[config.mk]
export PLATFORM = sky130hd
export DESIGN_NAME = epq_out_skid
export DESIGN_NICKNAME = d
export VERILOG_FILES = /design/src/hdl/epq_pkg.sv /design/src/hdl/epq_out_skid.sv
export SDC_FILE = /design/constraint.sdc
export NUM_CORES = 1
export LEC_CHECK = 0
export ABC_CLOCK_PERIOD_IN_PS = 3200
export BUFFER_PORTS_ARGS = -buffer_cell sky130_fd_sc_hd__buf_2
export CORE_ASPECT_RATIO = 1.4
export CORE_UTILIZATION = 45
export CTS_CLUSTER_DIAMETER = 30
export CTS_CLUSTER_SIZE = 14
export DETAILED_ROUTE_END_ITERATION = 10
export HOLD_SLACK_MARGIN = 0.02
export PLACE_DENSITY = 0.7
export SLEW_MARGIN = 15
export SYNTH_ARGS = -nofsm -noshare
export SYNTH_HDL_FRONTEND = slang
export SYNTH_SLANG_ARGS = --single-unit
[constraint.sdc]
create_clock -name clk -period 3.2 [get_ports clk]
set_input_delay 0.8 -clock clk [delete_from_list [all_inputs] [get_ports clk]]
set_output_delay 0.8 -clock clk [all_outputs]
set_load 0.005 [all_outputs]
[src/hdl/epq_pkg.sv]
// Shared types, constants and formula decode for the e-paper pixel quantizer.
`timescale 1ns / 1ps

package epq_pkg;

  // Screen geometry and dither table shape.
  localparam int unsigned PANEL_COLS    = 1404;
  localparam int unsigned PANEL_ROWS    = 1872;
  localparam int unsigned DITHER_BITS   = 7;
  localparam int unsigned DITHER_SIDE   = 1 << DITHER_BITS;
  localparam int unsigned DITHER_ADDR_W = 2 * DITHER_BITS;
  localparam int unsigned DITHER_DEPTH  = DITHER_SIDE * DITHER_SIDE;

  // Field widths.
  localparam int unsigned COORD_W  = 11;
  localparam int unsigned OFFSET_W = 22;
  localparam int unsigned LEVEL_W  = 8;
  localparam int unsigned SUM_W    = 7;
  localparam int unsigned PITCH_W  = COORD_W + 1;

  // Configuration port.
  localparam int unsigned CFG_IDX_W  = 3;
  localparam int unsigned CFG_DATA_W = 11;
  localparam logic [CFG_IDX_W-1:0] REG_RECT_TOP     = 3'd0;
  localparam logic [CFG_IDX_W-1:0] REG_RECT_LEFT    = 3'd1;
  localparam logic [CFG_IDX_W-1:0] REG_RECT_BOTTOM  = 3'd2;
  localparam logic [CFG_IDX_W-1:0] REG_RECT_RIGHT   = 3'd3;
  localparam logic [CFG_IDX_W-1:0] REG_FORMULA_MODE = 3'd4;
  localparam logic [CFG_IDX_W-1:0] REG_WAVEFORM     = 3'd5;

  // Request kinds carried on the input tuser.
  localparam logic OP_LOAD   = 1'b0;
  localparam logic OP_RENDER = 1'b1;

  // Pixel formula selector codes.
  localparam logic [3:0] MODE_AUTO       = 4'd5;
  localparam logic [3:0] MODE_DITHER_A   = 4'd6;
  localparam logic [3:0] MODE_BACK_GATED = 4'd7;
  localparam logic [3:0] MODE_DITHER_B   = 4'd8;
  localparam logic [3:0] MODE_FINE       = 4'd9;
  localparam logic [3:0] MODE_FIXED      = 4'd13;
  localparam logic [3:0] MODE_NONE       = 4'd0;

  // Level constants.
  localparam logic [LEVEL_W-1:0] LEVEL_BACK_IDLE = 8'h20;
  localparam logic [LEVEL_W-1:0] LEVEL_FIXED     = 8'h1e;
  localparam int unsigned        LEVEL_DIVISOR   = 125;
  localparam int unsigned        LEVEL_STEP      = 30;
  localparam int unsigned        FINE_GAIN       = 15;
  // Reciprocal of the divisor: floor(v * RECIP >> RECIP_SHIFT) == v / 125 for v < 6026.
  localparam int unsigned        RECIP_SHIFT     = 19;
  localparam int unsigned        RECIP           = ((1 << RECIP_SHIFT) + LEVEL_DIVISOR - 1)
                                                   / LEVEL_DIVISOR;
  localparam int unsigned        RECIP_W         = 13;
  localparam int unsigned        FINE_Q_W        = 5;

  // Datapath class of the chosen formula.
  typedef enum logic [2:0] {
    F_DITHER,
    F_BACK_GATED,
    F_FINE,
    F_FIXED,
    F_SHIFT
  } formula_t;

  // One result item.
  typedef struct packed {
    logic                outside_rect;
    logic [OFFSET_W-1:0] dest_offset;
    logic [LEVEL_W-1:0]  drive_byte;
  } result_t;

  // Automatic choice: waveform modes 1 to 7 map onto a fixed formula list.
  function automatic logic [3:0] auto_mode(input logic [7:0] wave);
    logic [3:0] m;
    case (wave)
      8'd1:    m = MODE_DITHER_A;
      8'd2:    m = MODE_FINE;
      8'd3:    m = MODE_FINE;
      8'd4:    m = MODE_FINE;
      8'd5:    m = MODE_FINE;
      8'd6:    m = MODE_DITHER_A;
      8'd7:    m = MODE_DITHER_B;
      default: m = MODE_NONE;
    endcase
    return m;
  endfunction

  // Resolve the selector and waveform mode to a datapath class.
  function automatic formula_t pick_formula(input logic [3:0] mode, input logic [7:0] wave);
    logic [3:0] m;
    formula_t   f;
    m = (mode == MODE_AUTO) ? auto_mode(wave) : mode;
    case (m)
      MODE_DITHER_A:   f = F_DITHER;
      MODE_DITHER_B:   f = F_DITHER;
      MODE_BACK_GATED: f = F_BACK_GATED;
      MODE_FINE:       f = F_FINE;
      MODE_FIXED:      f = F_FIXED;
      default:         f = F_SHIFT;
    endcase
    return f;
  endfunction

endpackage

[src/hdl/epq_out_skid.sv]
// Output register with a skid stage that decouples the pipeline from tready.
`timescale 1ns / 1ps

module epq_out_skid (
  input  logic             clk,
  input  logic             rst,
  input  logic             in_valid,
  input  epq_pkg::result_t in_item,
  output logic             in_ready,
  output logic             out_valid,
  input  logic             out_ready,
  output epq_pkg::result_t out_item
);

  logic             skid_valid;
  epq_pkg::result_t skid_item;

  assign in_ready = !skid_valid;

  // Output and skid occupancy.
  always_ff @(posedge clk) begin
    if (rst) begin
      out_valid  <= 1'b0;
      skid_valid <= 1'b0;
    end else if (!out_valid || out_ready) begin
      if (skid_valid) begin
        out_valid  <= 1'b1;
        skid_valid <= 1'b0;
      end else begin
        out_valid <= in_valid;
      end
    end else if (in_valid && !skid_valid) begin
      skid_valid <= 1'b1;
    end
  end

  // Payload moves with the occupancy bits.
  always_ff @(posedge clk) begin
    if (!out_valid || out_ready) begin
      out_item <= skid_valid ? skid_item : in_item;
    end else if (!skid_valid) begin
      skid_item <= in_item;
    end
  end

endmodule

==> results.tsv <==
stage	metric	value	unit
floorplan	initial_core_util	47.2	%
timing	hold_ws	0.568	ns
final_layout	synthToLayoutAreaGrowth	22.8	%
drt	drt-total-wl	4120	um
drt	routed_via_density	4.73	
setup_path	timing.critical_path.from	skid_valid	
clocking	clk_latency	0.33	ns
timing	period_share	63.0	%
floorplan	core	5200	um^2
setup_path	reg2regPathDepth	2	
placement	dpl-instance-area	2840	um^2
timing	fin_worst_skew	0.00367	ns
drt	vias	1201	
final_layout	antenna_cells	0	
clocking	cts_tree	yes	
synthesis	synth.distinct_cells	11	
power	swShare	19.9	%
synthesis	synthCells	105	
drt	antenna_left	0	
grt	grtUsageTotal	16.1	%
final_layout	multi_input_area	477	um^2
power	power_density	579	nW/um^2
grt	grt.met1_usage	19.5	%
clocking	hold_buffers	0	
setup_path	reg2reg_setup_slack	1.46	ns
timing	hold_violations	0	
clocking	postCtsSetupRepairBufs	0	
clocking	htreeDepth	3	
grt	grt_pass1_vias	1279	
grt	grt_max_degree	24	
status	outcome	complete, no violations	
power	p_sw	347	uW
setup_path	worstPathArrival	1.22	ns
clocking	cts_sinks	64	
floorplan	num_rows	31	
setup_path	critPathCapture	in_ready	
synthesis	synth_fp_nets	140	
setup_path	start_kind	flop	
setup_path	end_kind	primary output	
final_layout	nFillCells	420	
final_layout	stdcell_area	3010	um^2
timing	slew_viol_final	0	
clocking	cts-root-buf	clkbuf_8	
grt	grtUsageMet2	24.4	%
synthesis	syn_avg_cell_area	23.4	um^2
synthesis	seq_area_frac_synth	77.5	%
synthesis	synthesis.area	2450	um^2
setup_path	worstSetupPathType	flop to primary output	
timing	min_period	2.02	ns
placement	place_ws	1.06	ns
floorplan	io_pins	68	
placement	placed_cells	238	
timing	setup_viol	0	
timing	max_freq	496	MHz
placement	dp_hpwl	2740	um
synthesis	ys_ff_latch	64	
worst_hold_path	min_path_type	flop to flop	
final_layout	drive_gt1_share	61.7	%
timing	max_slew.worst_pin.slew	0.544	ns
grt	grt_overflow	0	
setup_path	cp.required	2.40	ns
drt	dr.first_iter.drc_count	20	
power	vdd_drop_max	0.388	mV
flow_run	maxCapViolations	0	
final_layout	stdcell_count	254	
placement	gp_congestion	0.672	
drt	drt_first_pass_iters	4	
clocking	cts_buffer_depth	2	
final_layout	final_nets	218	
floorplan	die_w	64.4	um
setup_path	reg2reg_from	skid_valid	
setup_path	r2r-end	out_item[28]	
floorplan	dieHeight	89.4	um
timing	layout_setup_ws	1.18	ns
power	p_int	1.40	mW
grt	grt_first_pass_wirelength	6470	um
power	p_leak	1.22	nW
synthesis	yosysWarnings	0	
timing	rsz0062_at_grt	false	
timing	fin_setup_tns	0	ns
clocking	cts_resized	0	
drt	wire_per_inst	16.2	um
setup_path	critPathMaxFanout	17	
grt	met3_usage	6.89	%
drt	drc_errors	0	
grt	top_usage_layer	met2	
timing	relSlewSlack	63.7	%
power	power_frac_clock	36.2	%
clocking	clkSlewWorstSetupHoldPaths	0.06	ns
power	p_comb_share	7.0	%
grt	grt_antenna_before_repair	0	
placement	portBuffers	67	
power	p_total	1.74	mW
clocking	numCtsBuffers	9	
floorplan	die-area	5760	um^2
final_layout	seqCellArea	1900	um^2
power	seqPwrFrac	56.8	%
final_layout	post-route-util	58.0	%
layout make-up:
type                            instances  area share (%)
Clock inverter                          5            1.58
Inverter                                2           0.249
Clock buffer                           11            4.36
Tap cell                               66            2.74
Timing Repair Buffer                   71            12.1
Multi-Input combinational cell         35            15.8
Sequential cell                        64            63.1
kinds of logic after synthesis:
family | after synthesis | share of synthesized area [%]
buffers and inverters | 6 | 3.21
and+or+nand+nor | 3 | 0.611
muxes | 31 | 18.5
AOI/OAI and AO/OA | 1 | 0.204
DFF | 64 | 77.5
worst max-delay path, stage by stage, from the launching register on:
cell     delay (ns)
dfxtp_2        0.68
inv_1          0.08
buf_2          0.14
state kept, by name, summed over array words and instances, names as in the netlist:
register / cells
skid_valid: 1
out_item: 31
skid_item: 31
out_valid: 1
synth_stat cells:
master	count	area (um^2)
edfxtp_1	62	1860
mux2_4	28	420
buf_12	3	60.1
mux2_2	3	33.8
dfxtp_1	2	40.0
inv_1	2	7.51
a21oi_1	1	5.00
buf_6	1	11.3
nand2b_1	1	6.26
nor2_1	1	3.75
nor3_1	1	5.00
placed cells by master, fill, tap and decap left out, drive strengths merged:
cell,n
clkbuf,11
bufinv,1
edfxtp,62
nor3,1
inv,2
nand2b,1
clkinv,4
a21oi,1
dfxtp,2
buf,71
nor2,1
mux2,31
routing by layer:
layer	vias up	routed length (um)	part of all wire, %
li1	563	-	-
met1	586	1770	43
met2	45	2020	49
met3	7	249	6.0
met4	0	85	2.1
met5	-	0	0
how the worst min path moves through the flow:
stage | from | cells past startpoint | to | slack [ns]
final | skid_item[19] | 1 | out_item[19] | 0.57
after global routing | skid_item[0] | 1 | skid_item[0] | 0.59
after CTS | skid_item[19] | 1 | out_item[19] | 0.57
after detailed placement | skid_item[23] | 1 | out_item[23] | 0.55
after global placement | skid_item[11] | 1 | out_item[11] | 0.54
after floorplan | skid_item[0] | 1 | out_item[0] | 0.54
power groups by stage:
| stage | Sequential [mW] | Clock (mW) | Combinational, mW |
|---|---|---|---|
| after global placement | 1.01 | 0 | 0.120 |
| final | 0.990 | 0.632 | 0.123 |
| after global routing | 0.995 | 0.688 | 0.134 |
| after CTS | 0.991 | 0.648 | 0.126 |
| after floorplan | 1.01 | 0 | 0.0583 |
| after detailed placement | 1.01 | 0 | 0.125 |
Note: power is estimated with default switching activity, not from simulation.
