File: src/hdl/epq_pkg.sv
// Shared types, constants and formula decode for the e-paper pixel quantizer.
`timescale 1ns / 1ps

package epq_pkg;

  // Screen geometry and dither table shape.
  localparam int unsigned PANEL_COLS    = 1404;
  localparam int unsigned PANEL_ROWS    = 1872;
  localparam int unsigned DITHER_BITS   = 7;
  localparam int unsigned DITHER_SIDE   = 1 << DITHER_BITS;
  localparam int unsigned DITHER_ADDR_W = 2 * DITHER_BITS;
  localparam int unsigned DITHER_DEPTH  = DITHER_SIDE * DITHER_SIDE;

  // Field widths.
  localparam int unsigned COORD_W  = 11;
  localparam int unsigned OFFSET_W = 22;
  localparam int unsigned LEVEL_W  = 8;
  localparam int unsigned SUM_W    = 7;
  localparam int unsigned PITCH_W  = COORD_W + 1;

  // Configuration port.
  localparam int unsigned CFG_IDX_W  = 3;
  localparam int unsigned CFG_DATA_W = 11;
  localparam logic [CFG_IDX_W-1:0] REG_RECT_TOP     = 3'd0;
  localparam logic [CFG_IDX_W-1:0] REG_RECT_LEFT    = 3'd1;
  localparam logic [CFG_IDX_W-1:0] REG_RECT_BOTTOM  = 3'd2;
  localparam logic [CFG_IDX_W-1:0] REG_RECT_RIGHT   = 3'd3;
  localparam logic [CFG_IDX_W-1:0] REG_FORMULA_MODE = 3'd4;
  localparam logic [CFG_IDX_W-1:0] REG_WAVEFORM     = 3'd5;

  // Request kinds carried on the input tuser.
  localparam logic OP_LOAD   = 1'b0;
  localparam logic OP_RENDER = 1'b1;

  // Pixel formula selector codes.
  localparam logic [3:0] MODE_AUTO       = 4'd5;
  localparam logic [3:0] MODE_DITHER_A   = 4'd6;
  localparam logic [3:0] MODE_BACK_GATED = 4'd7;
  localparam logic [3:0] MODE_DITHER_B   = 4'd8;
  localparam logic [3:0] MODE_FINE       = 4'd9;
  localparam logic [3:0] MODE_FIXED      = 4'd13;
  localparam logic [3:0] MODE_NONE       = 4'd0;

  // Level constants.
  localparam logic [LEVEL_W-1:0] LEVEL_BACK_IDLE = 8'h20;
  localparam logic [LEVEL_W-1:0] LEVEL_FIXED     = 8'h1e;
  localparam int unsigned        LEVEL_DIVISOR   = 125;
  localparam int unsigned        LEVEL_STEP      = 30;
  localparam int unsigned        FINE_GAIN       = 15;
  // Reciprocal of the divisor: floor(v * RECIP >> RECIP_SHIFT) == v / 125 for v < 6026.
  localparam int unsigned        RECIP_SHIFT     = 19;
  localparam int unsigned        RECIP           = ((1 << RECIP_SHIFT) + LEVEL_DIVISOR - 1)
                                                   / LEVEL_DIVISOR;
  localparam int unsigned        RECIP_W         = 13;
  localparam int unsigned        FINE_Q_W        = 5;

  // Datapath class of the chosen formula.
  typedef enum logic [2:0] {
    F_DITHER,
    F_BACK_GATED,
    F_FINE,
    F_FIXED,
    F_SHIFT
  } formula_t;

  // One result item.
  typedef struct packed {
    logic                outside_rect;
    logic [OFFSET_W-1:0] dest_offset;
    logic [LEVEL_W-1:0]  drive_byte;
  } result_t;

  // Automatic choice: waveform modes 1 to 7 map onto a fixed formula list.
  function automatic logic [3:0] auto_mode(input logic [7:0] wave);
    logic [3:0] m;
    case (wave)
      8'd1:    m = MODE_DITHER_A;
      8'd2:    m = MODE_FINE;
      8'd3:    m = MODE_FINE;
      8'd4:    m = MODE_FINE;
      8'd5:    m = MODE_FINE;
      8'd6:    m = MODE_DITHER_A;
      8'd7:    m = MODE_DITHER_B;
      default: m = MODE_NONE;
    endcase
    return m;
  endfunction

  // Resolve the selector and waveform mode to a datapath class.
  function automatic formula_t pick_formula(input logic [3:0] mode, input logic [7:0] wave);
    logic [3:0] m;
    formula_t   f;
    m = (mode == MODE_AUTO) ? auto_mode(wave) : mode;
    case (m)
      MODE_DITHER_A:   f = F_DITHER;
      MODE_DITHER_B:   f = F_DITHER;
      MODE_BACK_GATED: f = F_BACK_GATED;
      MODE_FINE:       f = F_FINE;
      MODE_FIXED:      f = F_FIXED;
      default:         f = F_SHIFT;
    endcase
    return f;
  endfunction

endpackage

File: src/hdl/epq_level.sv
// Drive level datapath: combines the color sum with the dither cell.
`timescale 1ns / 1ps

module epq_level (
  input  logic                          clk,
  input  logic                          en,
  input  logic [epq_pkg::SUM_W-1:0]     color_sum,
  input  logic                          back_set,
  input  epq_pkg::formula_t             formula,
  input  logic [7:0]                    dither,
  output logic [epq_pkg::LEVEL_W-1:0]   drive_byte
);

  localparam logic [8:0] DIV_1 = 9'(epq_pkg::LEVEL_DIVISOR);
  localparam logic [8:0] DIV_2 = 9'(2 * epq_pkg::LEVEL_DIVISOR);
  localparam logic [8:0] DIV_3 = 9'(3 * epq_pkg::LEVEL_DIVISOR);
  localparam int unsigned FINE_W = 12;
  localparam int unsigned PROD_W = FINE_W + epq_pkg::RECIP_W;

  logic [8:0]                   coarse_sum;
  logic [1:0]                   coarse_q;
  logic [epq_pkg::LEVEL_W-1:0]  coarse_level;
  logic [FINE_W-1:0]            fine_sum;
  logic [PROD_W-1:0]            fine_prod;
  logic [epq_pkg::LEVEL_W-1:0]  level_next;
  logic [epq_pkg::LEVEL_W-1:0]  level;
  logic                         is_fine;
  logic [epq_pkg::FINE_Q_W-1:0] fine_q;

  // Coarse formula: (sum + dither) / 125 stays below four, so three compares do it.
  always_comb begin
    coarse_sum = {2'b00, color_sum} + {1'b0, dither};
    if (coarse_sum >= DIV_3) begin
      coarse_q = 2'd3;
    end else if (coarse_sum >= DIV_2) begin
      coarse_q = 2'd2;
    end else if (coarse_sum >= DIV_1) begin
      coarse_q = 2'd1;
    end else begin
      coarse_q = 2'd0;
    end
    coarse_level = 8'(coarse_q) * 8'(epq_pkg::LEVEL_STEP);
  end

  // Fine formula: sum * 15 + dither, divided through the reciprocal product.
  always_comb begin
    fine_sum  = ({5'b0, color_sum} << 4) - {5'b0, color_sum} + {4'b0, dither};
    fine_prod = {{epq_pkg::RECIP_W{1'b0}}, fine_sum} *
                {{FINE_W{1'b0}}, epq_pkg::RECIP_W'(epq_pkg::RECIP)};
  end

  // Levels that need no division result.
  always_comb begin
    case (formula)
      epq_pkg::F_DITHER:     level_next = coarse_level;
      epq_pkg::F_BACK_GATED: level_next = back_set ? coarse_level : epq_pkg::LEVEL_BACK_IDLE;
      epq_pkg::F_FIXED:      level_next = epq_pkg::LEVEL_FIXED;
      epq_pkg::F_SHIFT:      level_next = {3'b000, color_sum[epq_pkg::SUM_W-1:3], 1'b0};
      default:               level_next = '0;
    endcase
  end

  // Stage register after the multiplier.
  always_ff @(posedge clk) begin
    if (en) begin
      level   <= level_next;
      is_fine <= (formula == epq_pkg::F_FINE);
      fine_q  <= fine_prod[epq_pkg::RECIP_SHIFT +: epq_pkg::FINE_Q_W];
    end
  end

  // The fine quotient is doubled.
  assign drive_byte = is_fine ? {2'b00, fine_q, 1'b0} : level;

endmodule

File: config.mk
export PLATFORM = sky130hd
export DESIGN_NAME = epq_level
export DESIGN_NICKNAME = d
export VERILOG_FILES = /design/src/hdl/epq_pkg.sv /design/src/hdl/epq_level.sv
export SDC_FILE = /design/constraint.sdc
export NUM_CORES = 1
export LEC_CHECK = 0
export ABC_AREA = 1
export BUFFER_PORTS_ARGS = -buffer_cell sky130_fd_sc_hd__buf_2
export CAP_MARGIN = 20
export CORE_AREA = 4 4 107 109
export CTS_BUF_LIST = sky130_fd_sc_hd__clkbuf_8
export CTS_CLUSTER_SIZE = 20
export DETAILED_ROUTE_END_ITERATION = 6
export DIE_AREA = 0 0 111 113
export GPL_TIMING_DRIVEN = 0
export SYNTH_ARGS = -nofsm -noshare
export SYNTH_HDL_FRONTEND = slang
export SYNTH_SLANG_ARGS = --single-unit
File: constraint.sdc
create_clock -name clk -period 12.15 [get_ports clk]
set_clock_uncertainty 0.05 [all_clocks]
set_input_delay 1.215 -clock clk [delete_from_list [all_inputs] [get_ports clk]]
set_output_delay 1.215 -clock clk [all_outputs]
set_load 0.01 [all_outputs]
==> impl_results.md <==
- Die X: approximately 110 um
- Starting Density: between 30% and 40%
- Layout Cells excl Fill: 630
- RSZ-0062 raised after global routing: no
- Crit Path Max Fanout: 5
- Gpl congestion: between 0.7 and 0.8
- Area of the multi-input gates: approximately 2800 um^2
- CTS tree: done
- Max Slew Vio Count: 0
- Fillcell total: approximately 1,100
- Avg Cell Area, Syn: 7.806 um^2
- Synth top cells by count: 100 x inv_1, 86 x ha_1, 73 x nand2_1, 29 x nor2_1, 28 x a21oi_1
- Antenna diodes: 0
- Crit start category: primary input
- Final setup fails: 0
- # resized after CTS: 0
- NumNets Final: roughly 620
- Post-CTS Setup Repair Bufs: 0
- Sink Count: 12
- Grt ovf: 0
- Post-synthesis sequential area ratio: around a tenth
- First-pass GRT wire length: approximately 13 mm
- Post-synth EDFFs: 12
- Core Footprint: 10,600 um^2
- Most area-consuming cells after synthesis: ha_1 30%, fa_1 13%, inv_1 10%
- DRT antenna net count: 0
- Primary FF master, synth: edfxtp_1
- Worst rel slew slack: 66.19%
- Async SR Flop Fraction: 0%
- Number of global-route vias before repair: approximately 2,900
- Mapped cell area: about 3600 um^2
- I/O Pins: 29
- Port Buffer Count: 26
- Initial antenna violation count: 0
- Top cell type by total area after synthesis: ha_1
- Inserted Clock Buffers: 3
- Crit path kind: primary input to register
- H-tree depth: 1
- Count leader, synth: inv_1
- Yosys top cell area share: roughly 30%
- Tot GR Track Use: approximately an eighth
- Fmax achieved: 149.7 MHz
- Crit. End Element: register
- Register clock-pin slew on the reported worst setup and hold paths: 40 ps
- Row count: 38
- Vias: approximately 2,900
- Fin crit share: ~55%
- Status: finished clean
- Sequential cell area: around 360 um^2
- Die area: 12,540 um^2
- Ys Warns: 0
- WHS: about 1300 ps
- Cells after synthesis: 460
- Area growth, synth to finish: 9.756%
- Fin crit period: roughly 6700 ps
- Final Hold Viols: 0
- Measured slew at the worst slew-check pin: approximately 500 ps
- Drt wl/cell: ~11 um
- Req. time, crit path: 12,070 ps
- Setup TNS: 0 ps
- Cts hold-fix bufs: 0
- Flops & latches, synth: 12
- Post-Place Cells: 627
- Arr. time, crit path: 6600 ps
- Drc violations: 0
- 1st-iter DRT viols: 134
- Clock Tree Buf Depth: 2
- Yosys cell types: 39
- Drt total wl: 7.161 mm
- HP Class: primary input to register
- Max_cap viols: 0
- Share of layout cells above drive strength 1: about 14%
- CTS root buf: clkbuf_8
- Initial DRT Pass Iterations: 4
- Vias per Instance: about 4.6
- DP Wirelength: 6.736 mm
- Die Span Y: ~110 um
- Pin count of the biggest net entering global routing: 13
-- state kept, by name, indices dropped and copies added (netlist names) --
register	flops
is_fine	1
level	6
fine_q	5
-- stage by stage --
| stage | worst slack [ps] | cell area (um^2) | utilization [%] |
|---|---|---|---|
| after floorplan | 5940 | 3595 | - |
| after global placement | 5202 | 3900 | 36.78 |
| after detailed placement | 5157 | 3900 | 36.78 |
| after CTS | 5385 | 3941 | 37.17 |
| after global routing | 4985 | 3941 | 37.17 |
| final | 5468 | 3941 | 37.17 |
-- worst paths after layout --
| kind | start | end | depth (start not counted) |
|---|---|---|---|
| setup / recovery | color_sum[1] | fine_q[4] | 24 |
| hold / removal | formula[0] | is_fine | 2 |
-- critical path, cell delays in order --
cell      delay (ps)
buf_2            110
inv_1             90
fa_1             540
inv_1             40
ha_1             360
a21oi_1          180
nand3_2          140
xor2_1           440
ha_1             370
ha_1             190
nor2_1           140
fa_1             460
fa_1             540
inv_1             60
fa_1             480
ha_1             330
nand2_1          110
nor2_1           150
nand2_1           70
o211ai_1          80
nand2_1           70
nand3_1          190
nand2_2           80
xnor2_1          140
-- cells by family (layout without fill, tap and decap cells) --
| family | count (synthesis) | in the layout | synth area share [%] |
|---|---|---|---|
| other | 1 | 2 | 0.1044 |
| XOR/XNOR | 14 | 14 | 4.147 |
| adder cells (fa/ha/maj) | 109 | 109 | 42.79 |
| multiplexers | 5 | 5 | 1.568 |
| buffers and inverters | 107 | 136 | 11.39 |
| AND/OR/NAND/NOR | 151 | 151 | 19.62 |
| AO/OA/AOI/OAI | 61 | 61 | 10.35 |
| flip-flops | 12 | 12 | 10.03 |
-- per-layer routing --
metal | part of all wire [%] | global-route usage (%) | wire length, um
met1 | 52 | 17.16 | 3691
met2 | 46 | 19.34 | 3261
met3 | 2.5 | 0.6417 | 181
met4 | 0.38 | 1.724 | 27
met5 | 0 | 0 | 0
-- final cells by class --
| class | count | area share (%) |
|---|---|---|
| Sequential cell | 12 | 9.143 |
| Inverter | 104 | 9.905 |
| Timing Repair Buffer | 26 | 3.302 |
| Multi-Input combinational cell | 342 | 71.68 |
| Tap cell | 140 | 4.444 |
| Clock buffer | 3 | 1.048 |
| Buffer | 3 | 0.4762 |
-- cells in the final DEF, fill, tap and decap left out, types with 2 or more instances in the layout --
master	Yosys	layout
nor3_1	2	2
a21oi_4	2	2
xnor2_1	4	4
nor2_1	29	29
o211ai_1	6	6
xor2_1	8	8
clkbuf_8	0	3
ha_1	86	86
o21bai_1	2	2
edfxtp_1	12	12
nor2_2	2	2
clkinv_1	2	2
nand2_2	13	13
fa_1	23	23
conb_1	1	2
inv_2	2	2
nand2_1	73	73
o21ai_0	17	17
nand3_1	18	18
a21oi_1	28	28
buf_2	0	26
nand3_2	3	3
inv_1	100	100
mux2_2	5	5
nor4_2	2	2
nand4_1	4	4
buf_4	2	2
Power is not shown: default switching activity piles up to over one toggle a cycle in this logic, so the estimate is an artifact.
